### config.mk
export PLATFORM = sky130hd
export DESIGN_NAME = trm_ctrl
export DESIGN_NICKNAME = d
export VERILOG_FILES = /design/src/rtl/trm_pkg.sv /design/src/rtl/trm_ctrl.sv
export SDC_FILE = /design/constraint.sdc
export NUM_CORES = 1
export LEC_CHECK = 0
export CORE_AREA = 2 2 119 121
export CTS_BUF_LIST = sky130_fd_sc_hd__clkbuf_4
export CTS_CLUSTER_DIAMETER = 40
export DETAILED_ROUTE_END_ITERATION = 12
export DIE_AREA = 0 0 121 123
export DONT_BUFFER_PORTS = 1
export PLACE_DENSITY = 0.56
export SLEW_MARGIN = 0
export SYNTH_ARGS = -nofsm -noshare
export SYNTH_HDL_FRONTEND = slang
export SYNTH_SLANG_ARGS = --single-unit
### constraint.sdc
create_clock -name clk -period 3.3 [get_ports clk]
set_clock_uncertainty 0.05 [all_clocks]
set_input_delay 0.165 -clock clk [delete_from_list [all_inputs] [get_ports clk]]
set_output_delay 0.165 -clock clk [all_outputs]
set_load 0.02 [all_outputs]
### src/rtl/trm_pkg.sv
`default_nettype none
package trm_pkg;
  localparam int MemBytes = 4096;
  localparam int AddrW = $clog2(MemBytes);
  localparam int RegCount = 9;
  localparam int RegIdxW = $clog2(RegCount);

  localparam logic [1:0] KIND_LOAD = 2'd0;
  localparam logic [1:0] KIND_RESTART = 2'd1;
  localparam logic [1:0] KIND_EXEC = 2'd2;

  localparam logic [31:0] OP_JMP = 32'd1;
  localparam logic [31:0] OP_MOV = 32'd7;
  localparam logic [31:0] OP_STR = 32'd9;
  localparam logic [31:0] OP_LDR = 32'd10;
  localparam logic [31:0] OP_LDB = 32'd12;
  localparam logic [31:0] OP_ADD = 32'd13;
  localparam logic [31:0] OP_SUB = 32'd15;
  localparam logic [31:0] OP_MUL = 32'd16;
  localparam logic [31:0] OP_DIV = 32'd17;
  localparam logic [31:0] OP_TRP = 32'd21;

  localparam logic [2:0] ST_OK = 3'd0;
  localparam logic [2:0] ST_CHAR = 3'd1;
  localparam logic [2:0] ST_INT = 3'd2;
  localparam logic [2:0] ST_HALT = 3'd3;
  localparam logic [2:0] ST_END = 3'd4;
  localparam logic [2:0] ST_FAULT = 3'd5;

  localparam logic [1:0] CFG_START = 2'd0;
  localparam logic [1:0] CFG_END = 2'd1;

  // datapath commands
  localparam logic [2:0] DC_NONE = 3'd0;
  localparam logic [2:0] DC_FETCH = 3'd1; // capture byte into word buffer
  localparam logic [2:0] DC_STORE = 3'd2; // write byte of register to memory
  localparam logic [2:0] DC_ALU = 3'd3;
  localparam logic [2:0] DC_DIV = 3'd4;
  localparam logic [2:0] DC_LOADB = 3'd5;

  typedef struct packed {
    logic [2:0] op;
    logic [1:0] word_sel; // 0 opcode, 1 A, 2 B, 3 data
    logic [1:0] byte_sel;
    logic div_start;
  } dp_cmd_t;

  typedef struct packed {
    logic [31:0] opw;
    logic [31:0] aw;
    logic [31:0] bw;
    logic div_busy;
    logic div_zero;
  } dp_stat_t;
endpackage
`default_nettype wire

### src/rtl/trm_ctrl.sv
`default_nettype none
module trm_ctrl (
  input  wire logic                        clk,
  input  wire logic                        rst_n,
  input  wire logic                        start,
  input  wire logic [1:0]                  kind,
  input  wire logic [trm_pkg::AddrW-1:0]   address,
  input  wire logic [7:0]                  load_byte,
  input  wire logic [trm_pkg::AddrW-1:0]   start_addr,
  input  wire logic [trm_pkg::AddrW:0]     end_addr,
  input  wire trm_pkg::dp_stat_t           stat,
  input  wire logic [7:0]                  store_byte,
  input  wire logic [31:0]                 reg1,
  input  wire logic [31:0]                 reg3,
  output trm_pkg::dp_cmd_t                 cmd,
  output logic                             busy,
  output logic                             mem_we,
  output logic      [trm_pkg::AddrW-1:0]   mem_waddr,
  output logic      [7:0]                  mem_wdata,
  output logic      [trm_pkg::AddrW-1:0]   mem_raddr,
  output logic                             done,
  output logic      [2:0]                  status,
  output logic      [31:0]                 value,
  output logic      [trm_pkg::AddrW-1:0]   pc_after
);
  import trm_pkg::*;
  localparam logic [2:0] S_IDLE = 3'd0;
  localparam logic [2:0] S_FETCH = 3'd1; // instruction words, 12 bytes
  localparam logic [2:0] S_DECODE = 3'd2;
  localparam logic [2:0] S_DATA = 3'd3;  // data read for LDR/LDB
  localparam logic [2:0] S_STORE = 3'd4;
  localparam logic [2:0] S_DIV = 3'd5;
  localparam logic [2:0] S_WB = 3'd6;

  logic [2:0] st_r, st_nxt;
  logic [AddrW-1:0] pc_r, pc_nxt;
  logic halted_r, halted_nxt;
  logic [4:0] cnt_r, cnt_nxt; // issue counter; read data arrives in the cycle after its read
  logic [AddrW-1:0] base_r, base_nxt;
  logic [2:0] stat_r, stat_nxt;
  logic [31:0] val_r, val_nxt;
  logic done_r, done_nxt;
  logic [3:0] issue_n;
  logic [AddrW-1:0] pc_step;
  logic bad_a, bad_b;

  assign busy = (st_r != S_IDLE);
  assign done = done_r;
  assign status = stat_r;
  assign value = val_r;
  assign pc_after = pc_r;
  assign pc_step = pc_r + AddrW'(12);
  assign bad_a = (stat.aw >= 32'(RegCount));
  assign bad_b = (stat.bw >= 32'(RegCount));

  always_comb begin
    st_nxt = st_r;
    pc_nxt = pc_r;
    halted_nxt = halted_r;
    cnt_nxt = cnt_r;
    base_nxt = base_r;
    stat_nxt = stat_r;
    val_nxt = val_r;
    done_nxt = 1'b0;
    cmd = '0;
    mem_we = 1'b0;
    mem_waddr = address;
    mem_wdata = load_byte;
    issue_n = 4'(cnt_r);
    mem_raddr = base_r + AddrW'(issue_n);
    case (st_r)
      S_IDLE: begin
        if (start) begin
          stat_nxt = ST_OK;
          val_nxt = 32'd0;
          case (kind)
            KIND_LOAD: begin
              mem_we = 1'b1;
              done_nxt = 1'b1;
            end
            KIND_RESTART: begin
              pc_nxt = start_addr;
              halted_nxt = 1'b0;
              done_nxt = 1'b1;
            end
            KIND_EXEC: begin
              if (halted_r) begin
                stat_nxt = ST_HALT;
                done_nxt = 1'b1;
              end else if ({1'b0, pc_r} >= end_addr) begin
                stat_nxt = ST_END;
                done_nxt = 1'b1;
              end else begin
                base_nxt = pc_r;
                cnt_nxt = 5'd0;
                st_nxt = S_FETCH;
              end
            end
            default: done_nxt = 1'b1;
          endcase
        end
      end
      S_FETCH: begin
        // cnt_r counts issued reads; capture trails issue by one read
        if (cnt_r != 5'd0) begin
          cmd.op = DC_FETCH;
          cmd.word_sel = 2'((cnt_r - 5'd1) >> 2);
          cmd.byte_sel = 2'(cnt_r - 5'd1);
        end
        cnt_nxt = cnt_r + 5'd1;
        if (cnt_r == 5'd12) begin
          st_nxt = S_DECODE;
        end
      end
      S_DECODE: begin
        st_nxt = S_WB;
        case (stat.opw)
          OP_JMP: begin
            pc_nxt = stat.aw[AddrW-1:0];
            done_nxt = 1'b1;
            st_nxt = S_IDLE;
          end
          OP_TRP: begin
            done_nxt = 1'b1;
            st_nxt = S_IDLE;
            if (stat.aw == 32'd0) begin
              halted_nxt = 1'b1;
              stat_nxt = ST_HALT;
            end else if (stat.aw == 32'd1) begin
              stat_nxt = ST_INT;
              val_nxt = reg1;
              pc_nxt = pc_step;
            end else if (stat.aw == 32'd3) begin
              stat_nxt = ST_CHAR;
              val_nxt = {24'd0, reg3[7:0]};
              pc_nxt = pc_step;
            end else begin
              halted_nxt = 1'b1;
              stat_nxt = ST_FAULT;
            end
          end
          OP_LDB, OP_LDR, OP_STR: begin
            base_nxt = stat.bw[AddrW-1:0];
            cnt_nxt = 5'd0;
            if (bad_a) begin
              halted_nxt = 1'b1;
              stat_nxt = ST_FAULT;
              done_nxt = 1'b1;
              st_nxt = S_IDLE;
            end else if (stat.opw == OP_STR) begin
              st_nxt = S_STORE;
            end else begin
              st_nxt = S_DATA;
            end
          end
          OP_ADD, OP_SUB, OP_MUL, OP_MOV, OP_DIV: begin
            if (bad_a || bad_b || (stat.opw == OP_DIV && stat.div_zero)) begin
              halted_nxt = 1'b1;
              stat_nxt = ST_FAULT;
              done_nxt = 1'b1;
              st_nxt = S_IDLE;
            end else if (stat.opw == OP_DIV) begin
              cmd.div_start = 1'b1;
              st_nxt = S_DIV;
            end
          end
          default: begin
            halted_nxt = 1'b1;
            stat_nxt = ST_FAULT;
            done_nxt = 1'b1;
            st_nxt = S_IDLE;
          end
        endcase
      end
      S_DATA: begin
        if (cnt_r != 5'd0) begin
          cmd.op = DC_FETCH;
          cmd.word_sel = 2'd3;
          cmd.byte_sel = 2'(cnt_r - 5'd1);
        end
        cnt_nxt = cnt_r + 5'd1;
        if ((stat.opw == OP_LDB && cnt_r == 5'd1) || cnt_r == 5'd4) begin
          st_nxt = S_WB;
        end
      end
      S_STORE: begin
        cmd.byte_sel = 2'(cnt_r);
        mem_we = 1'b1;
        mem_waddr = base_r + AddrW'(cnt_r[1:0]);
        mem_wdata = store_byte;
        cnt_nxt = cnt_r + 5'd1;
        if (cnt_r == 5'd3) begin
          pc_nxt = pc_step;
          done_nxt = 1'b1;
          st_nxt = S_IDLE;
        end
      end
      S_DIV: begin
        if (!stat.div_busy) begin
          cmd.op = DC_DIV;
          pc_nxt = pc_step;
          done_nxt = 1'b1;
          st_nxt = S_IDLE;
        end
      end
      S_WB: begin
        cmd.op = (stat.opw == OP_LDB) ? DC_LOADB : DC_ALU;
        pc_nxt = pc_step;
        done_nxt = 1'b1;
        st_nxt = S_IDLE;
      end
      default: st_nxt = S_IDLE;
    endcase
  end

  always_ff @(posedge clk) begin
    if (!rst_n) begin
      st_r <= S_IDLE;
      pc_r <= '0;
      halted_r <= 1'b0;
      done_r <= 1'b0;
    end else begin
      st_r <= st_nxt;
      pc_r <= pc_nxt;
      halted_r <= halted_nxt;
      done_r <= done_nxt;
    end
    cnt_r <= cnt_nxt;
    base_r <= base_nxt;
    stat_r <= stat_nxt;
    val_r <= val_nxt;
  end
endmodule
`default_nettype wire

==> impl_metrics.json, run 1 <==
{
  "rows": 43,
  "die_w_um": 121,
  "vdd_drop_max_mv": 0.195,
  "synth_nets": 853,
  "dr.pass1.iters": 6,
  "cp-start-kind": "flop",
  "grt_pass1_vias": 4618,
  "dieArea_um2": 14900,
  "core_area_um2": 13600,
  "r2r_slack_ns": 0.28,
  "ant_nets": 0,
  "cts_setup_buffers": 0,
  "final-hold-violation-count": 0,
  "die_h_um": 123,
  "cp_max_fo": 9,
  "place.port_buffers": 0,
  "drive_above_1_share": 0.0669,
  "fin_crit_sh": 0.928,
  "nets": 924,
  "grt_pass1_wl_um": 24000,
  "dp_hpwl_um": 12000,
  "clk_latency_ns": 0.46,
  "maxSlewViolCount": 0,
  "synthDistinctLibCells": 61,
  "placed_cells": 768,
  "crit_type": "reg -> out",
  "clock_sinks": 69,
  "worstReg2RegEnd": "pc_after[4]",
  "hold_path_end": "st_r[1]",
  "multi_input_area_um2": 2900,
  "initial_core_util": 0.371,
  "clkTransAtPathRegs_ns": 0.12,
  "layout_min_cycle_time_ns": 3.06,
  "syn2layout_area_growth_pct": 23.6,
  "min_path_type": "in -> reg",
  "h-tree-depth": 3,
  "synth.cell_area_um2": 5040,
  "powerDensity_nw_per_um2": 320,
  "tightest_slew_ns": 1.08,
  "setup_tns_ns": 0,
  "r2r-start": "cnt_r[2]",
  "syn_avg_cell_area_um2": 8.24,
  "setup_violations": 0,
  "root_buffer": "clkbuf_4",
  "hold_ws_ns": 0.0407,
  "rsz0062_at_grt": "no",
  "grt_max_degree": 50,
  "grt_most_used_layer": "met2",
  "met2_usage": 0.355,
  "status": "finished clean",
  "holdPathStages": 3,
  "cp.required_ns": 3.08,
  "leakage_nw": 2.45,
  "grt_use_total": 0.210,
  "vias_per_cell": 5.61,
  "synth-edff-count": 52,
  "drt_wl_total_um": 16200,
  "first_iter_violations": 318,
  "fmax_ghz": 0.327,
  "max_slew_margin": 0.279,
  "end_kind": "output port",
  "synthArstFlopShare": 0,
  "via_count": 4878,
  "synth_cells": 612,
  "routedWlPerCell_um": 18.6,
  "drv_cap": 0,
  "io_pins": 310,
  "clockBufferDepth": 2,
  "overflow": 0,
  "place.gp.congestion": 0.932,
  "synth_warnings": 0,
  "ff_latch_area_um2": 1900,
  "use_met1": 0.254,
  "antenna_found_initial": 0,
  "ys_seq_elements": 69,
  "cts_tree": "yes",
  "cp_data_arrival_time_ns": 2.85,
  "ys.flop_type": "edfxtp_1",
  "drc": 0,
  "reg2regPathDepth": 7,
  "ys_seq_area_frac": 0.377,
  "stdcell_count": 869,
  "worstHoldStart": "stat[66]",
  "fillers": 1346,
  "numCtsBuffers": 9,
  "use_met3": 0.0563
}
where the power goes:
part / internal [mW] / total (mW) / switching [mW]
Combinational: 0.149 / 0.340 / 0.191
Clock: 0.242 / 0.612 / 0.370
Sequential: 0.978 / 1.04 / 0.0646
Total: 1.37 / 2.00 / 0.626
layout by cell type (no fill, tap or decap), types with 17 or more instances in the layout:
cell type / Yosys / layout
a21oi_1: 18 / 17
and3_1: 33 / 33
dfxtp_1: 17 / 17
dlygate4sd3_1: 0 / 84
edfxtp_1: 52 / 52
ha_1: 20 / 20
inv_1: 25 / 25
nand2_1: 117 / 117
nand3_1: 21 / 21
nor2_1: 55 / 55
nor4_1: 20 / 20
o21ai_0: 30 / 30
xor2_1: 17 / 17
flip-flops by register name, indices dropped and copies added (netlist names):
signal	count
value	32
base_r	12
pc_after	12
cnt_r	5
st_r	3
status	3
done	1
halted_r	1
area by class of cell:
type / instances / share of cell area
Clock buffer: 9 / 0.0108
Multi-Input combinational cell: 478 / 0.465
Clock inverter: 7 / 0.0132
Inverter: 25 / 0.0151
Sequential cell: 69 / 0.305
Tap cell: 180 / 0.0361
Antenna cell: 1 / 0.000401
Timing Repair Buffer: 100 / 0.154
worst max path at each step:
| stage | startpoint | end | slack, ns | depth (start not counted) |
|---|---|---|---|---|
| floorplan | st_r[1] | value[0] | 0.66 | 4 |
| global placement | pc_after[0] | base_r[10] | 0.52 | 7 |
| detailed placement | pc_after[0] | base_r[10] | 0.52 | 7 |
| CTS | cnt_r[0] | mem_waddr[10] | 0.21 | 8 |
| global route | cnt_r[0] | mem_waddr[10] | 0.01 | 8 |
| finish | cnt_r[0] | mem_waddr[10] | 0.24 | 8 |
cell families after synthesis:
logic type,Yosys count,share of synthesized area
compound gates,109,0.142
xor+xnor,33,0.0573
fa+ha+maj,21,0.0536
buf+inv,65,0.0553
flops,69,0.377
mux,10,0.0198
simple gates,305,0.295
cell usage after synthesis (10+ instances only):
cell / n / area [um^2]
nor2_1: 55 / 206
inv_1: 25 / 93.8
nand4_1: 10 / 62.6
ha_1: 20 / 250
xor2_1: 17 / 149
buf_2: 10 / 50.1
and3_1: 33 / 206
nand2_1: 117 / 439
o21ai_0: 30 / 150
mux2i_1: 10 / 100
a21oi_1: 18 / 90.1
xnor2_1: 16 / 140
dfxtp_1: 17 / 340
nand3_1: 21 / 105
nor2b_1: 12 / 75.1
nor3_1: 10 / 50.1
edfxtp_1: 52 / 1560
nor4_1: 20 / 125
clkbuf_1: 25 / 93.8
critical path, cell delays in order (launching register included):
cell,delay [ns]
edfxtp_1,0.54
ha_1,0.22
inv_1,0.05
fa_1,0.44
nor2_1,0.21
nand3_1,0.17
nor2_1,0.17
xnor2_1,0.07
o21ai_0,0.51
what timing repair did:
item                                    in CTS  in global routing
endpoints found under the setup margin       0                  5
gates resized for setup                      0                  2
hold buffers                                84                  0
hold endpoints to repair                    63                  0
metrics by stage:
stage / power (mW) / area (um^2) / utilization / worst slack [ns]
4_1_cts: 2.01 / 6220 / 0.457 / 0.206
6_report: 1.99 / 6230 / 0.458 / 0.238
3_5_place_dp: 1.32 / 5230 / 0.384 / 0.516
2_1_floorplan: 1.26 / 5050 / - / 0.664
3_3_place_gp: 1.31 / 5230 / 0.384 / 0.519
5_1_grt: 2.09 / 6230 / 0.458 / 0.0107
metal layers:
layer  wire length [um]  vias to the layer above
met2               8060                      254
li1                   -                     2342
met5                  0                        -
met1               6460                     2248
met4                437                        0
met3               1250                       34
No activity file was read; power rests on OpenSTA's default activity.
==> run 2: changes to the inputs <==
--- a/config.mk
+++ b/config.mk
@@ -13,4 +13,5 @@
 export DONT_BUFFER_PORTS = 1
 export PLACE_DENSITY = 0.56
+export REMOVE_ABC_BUFFERS = 1
 export SLEW_MARGIN = 0
 export SYNTH_ARGS = -nofsm -noshare
==> constraint.sdc (replaced) <==
create_clock -name clk -period 3.3 [get_ports clk]
set_clock_uncertainty 0.05 [all_clocks]
set_input_delay 0.66 -clock clk [delete_from_list [all_inputs] [get_ports clk]]
set_output_delay 0.66 -clock clk [all_outputs]
set_load 0.02 [all_outputs]
==> impl_metrics.json, run 2 (synthesized netlist as in run 1, its figures left out) <==
{
  "numCtsBuffers": 9,
  "place.gp.congestion": 0.848,
  "die_w_um": 121,
  "dp_hpwl_um": 13300,
  "vias_per_cell": 5.73,
  "status": "finished clean",
  "nets": 863,
  "io_pins": 310,
  "grt_max_degree": 40,
  "setup_violations": 0,
  "syn2layout_area_growth_pct": 10.8,
  "fillers": 1407,
  "root_buffer": "clkbuf_4",
  "placed_cells": 790,
  "fin_crit_sh": 0.946,
  "cts_tree": "yes",
  "cp-start-kind": "flop",
  "h-tree-depth": 3,
  "place.port_buffers": 0,
  "min_path_type": "in -> reg",
  "drv_cap": 0,
  "postPlaceCellArea_um2": 5400,
  "grt_pass1_vias": 4390,
  "rsz0062_at_grt": "no",
  "grt_use_total": 0.215,
  "drive_above_1_share": 0.118,
  "largest_reg_flops": 32,
  "via_count": 4627,
  "rows": 43,
  "routedWlPerCell_um": 20.4,
  "reg2regPathDepth": 7,
  "stdcell_count": 808,
  "vdd_drop_max_mv": 0.219,
  "clock_sinks": 69,
  "end_kind": "output port",
  "cp_data_arrival_time_ns": 2.41,
  "setup.worst_path.end": "mem_raddr[8]",
  "dieArea_um2": 14900,
  "leakage_nw": 2.19,
  "cp_max_fo": 4,
  "antenna_found_initial": 1,
  "layout_min_cycle_time_ns": 3.12,
  "dr.pass1.iters": 5,
  "r2r_slack_ns": 0.49,
  "grt_pass1_wl_um": 24000,
  "fmax_ghz": 0.320,
  "overflow": 0,
  "layout_common_cells": "117 x nand2_1, 54 x nor2_1, 52 x edfxtp_1",
  "clockBufferDepth": 2,
  "worstReg2RegEnd": "cnt_r[4]",
  "final_area_um2": 5590,
  "drt_wl_total_um": 16500,
  "core_area_um2": 13600,
  "powerDensity_nw_per_um2": 340,
  "crit_start": "cnt_r[1]",
  "layout_commonest_cell": "nand2_1",
  "r2r-start": "pc_after[0]",
  "clk_latency_ns": 0.43,
  "ant_nets": 0,
  "crit_type": "reg -> out",
  "first_iter_violations": 291,
  "max_slew_margin": 0.313,
  "tightest_slew_ns": 1.03,
  "drc": 0,
  "initial_core_util": 0.371,
  "maxSlewViolCount": 0,
  "cp.required_ns": 2.59,
  "total_power_mw": 1.90,
  "final-hold-violation-count": 0,
  "die_h_um": 123,
  "clkTransAtPathRegs_ns": 0.12
}
## run 2: cell types whose count changed in the layout (fill, tap and decap cells not counted), sizes merged
cell / previous run / this run
clkinvlp: 2 / 1
clkbuf: 9 / 10
dlygate4sd3: 84 / 0
buf: 16 / 39
inv: 28 / 27
clkinv: 1 / 2
## run 2: power breakdown
part	total, mW	switching, mW	internal [mW]
logic	0.278	0.177	0.101
clock network	0.581	0.334	0.247
registers	1.04	0.0647	0.978
total	1.90	0.576	1.33
## run 2: per-stage QoR
stage | util | setup TNS (ns) | hold WS, ns | setup WS (ns)
3_5_place_dp | 0.396 | 0 | 0.434 | 0.241
4_1_cts | 0.409 | 0 | 0.280 | 0.0191
3_3_place_gp | 0.396 | 0 | 0.425 | 0.229
6_report | 0.411 | 0 | 0.324 | 0.179
5_1_grt | 0.411 | 0 | 0.290 | 0.00644
2_1_floorplan | - | -34.65 | 0.406 | -1.08
## run 2: timing repair
item,4_1_cts,5_1_grt
setup endpoints to repair,3,6
hold buffers,0,0
gates resized for setup,2,4
buffers inserted,1,0
## run 2: metal layers
layer,track usage,vias to the layer above,share of wire
li1,-,2217,-
met1,0.259,2170,0.41
met2,0.382,224,0.50
met3,0.0447,16,0.072
met4,0.0712,0,0.020
met5,0,-,0
## run 2: worst min-delay path by stage
stage               endpoint  depth (start not counted)  startpoint
floorplan           halted_r                          2    halted_r
global placement    halted_r                          2    halted_r
detailed placement  halted_r                          2    halted_r
CTS                 halted_r                          2       rst_n
global route         st_r[1]                          2       rst_n
finish              halted_r                          2       rst_n
## run 2: critical path: stages, from the launching register on
cell and delay [ns]:
edfxtp_1 0.41, inv_1 0.14, fa_2 0.46, nor2b_1 0.12, o21ai_0 0.08, nand2b_1 0.12
nand3_1 0.15, nor2_1 0.22, xor2_2 0.29
## run 2: area by class of cell
class	instances	area (um^2)	share of cell area
multi-input combinational	478	2930	0.524
sequential	69	1900	0.340
timing repair buffer	39	293	0.0524
tap	180	225	0.0403
inverter	25	93.8	0.0168
clock buffer	10	75.1	0.0134
clock inverter	6	71.3	0.0128
antenna	1	2.50	0.000448
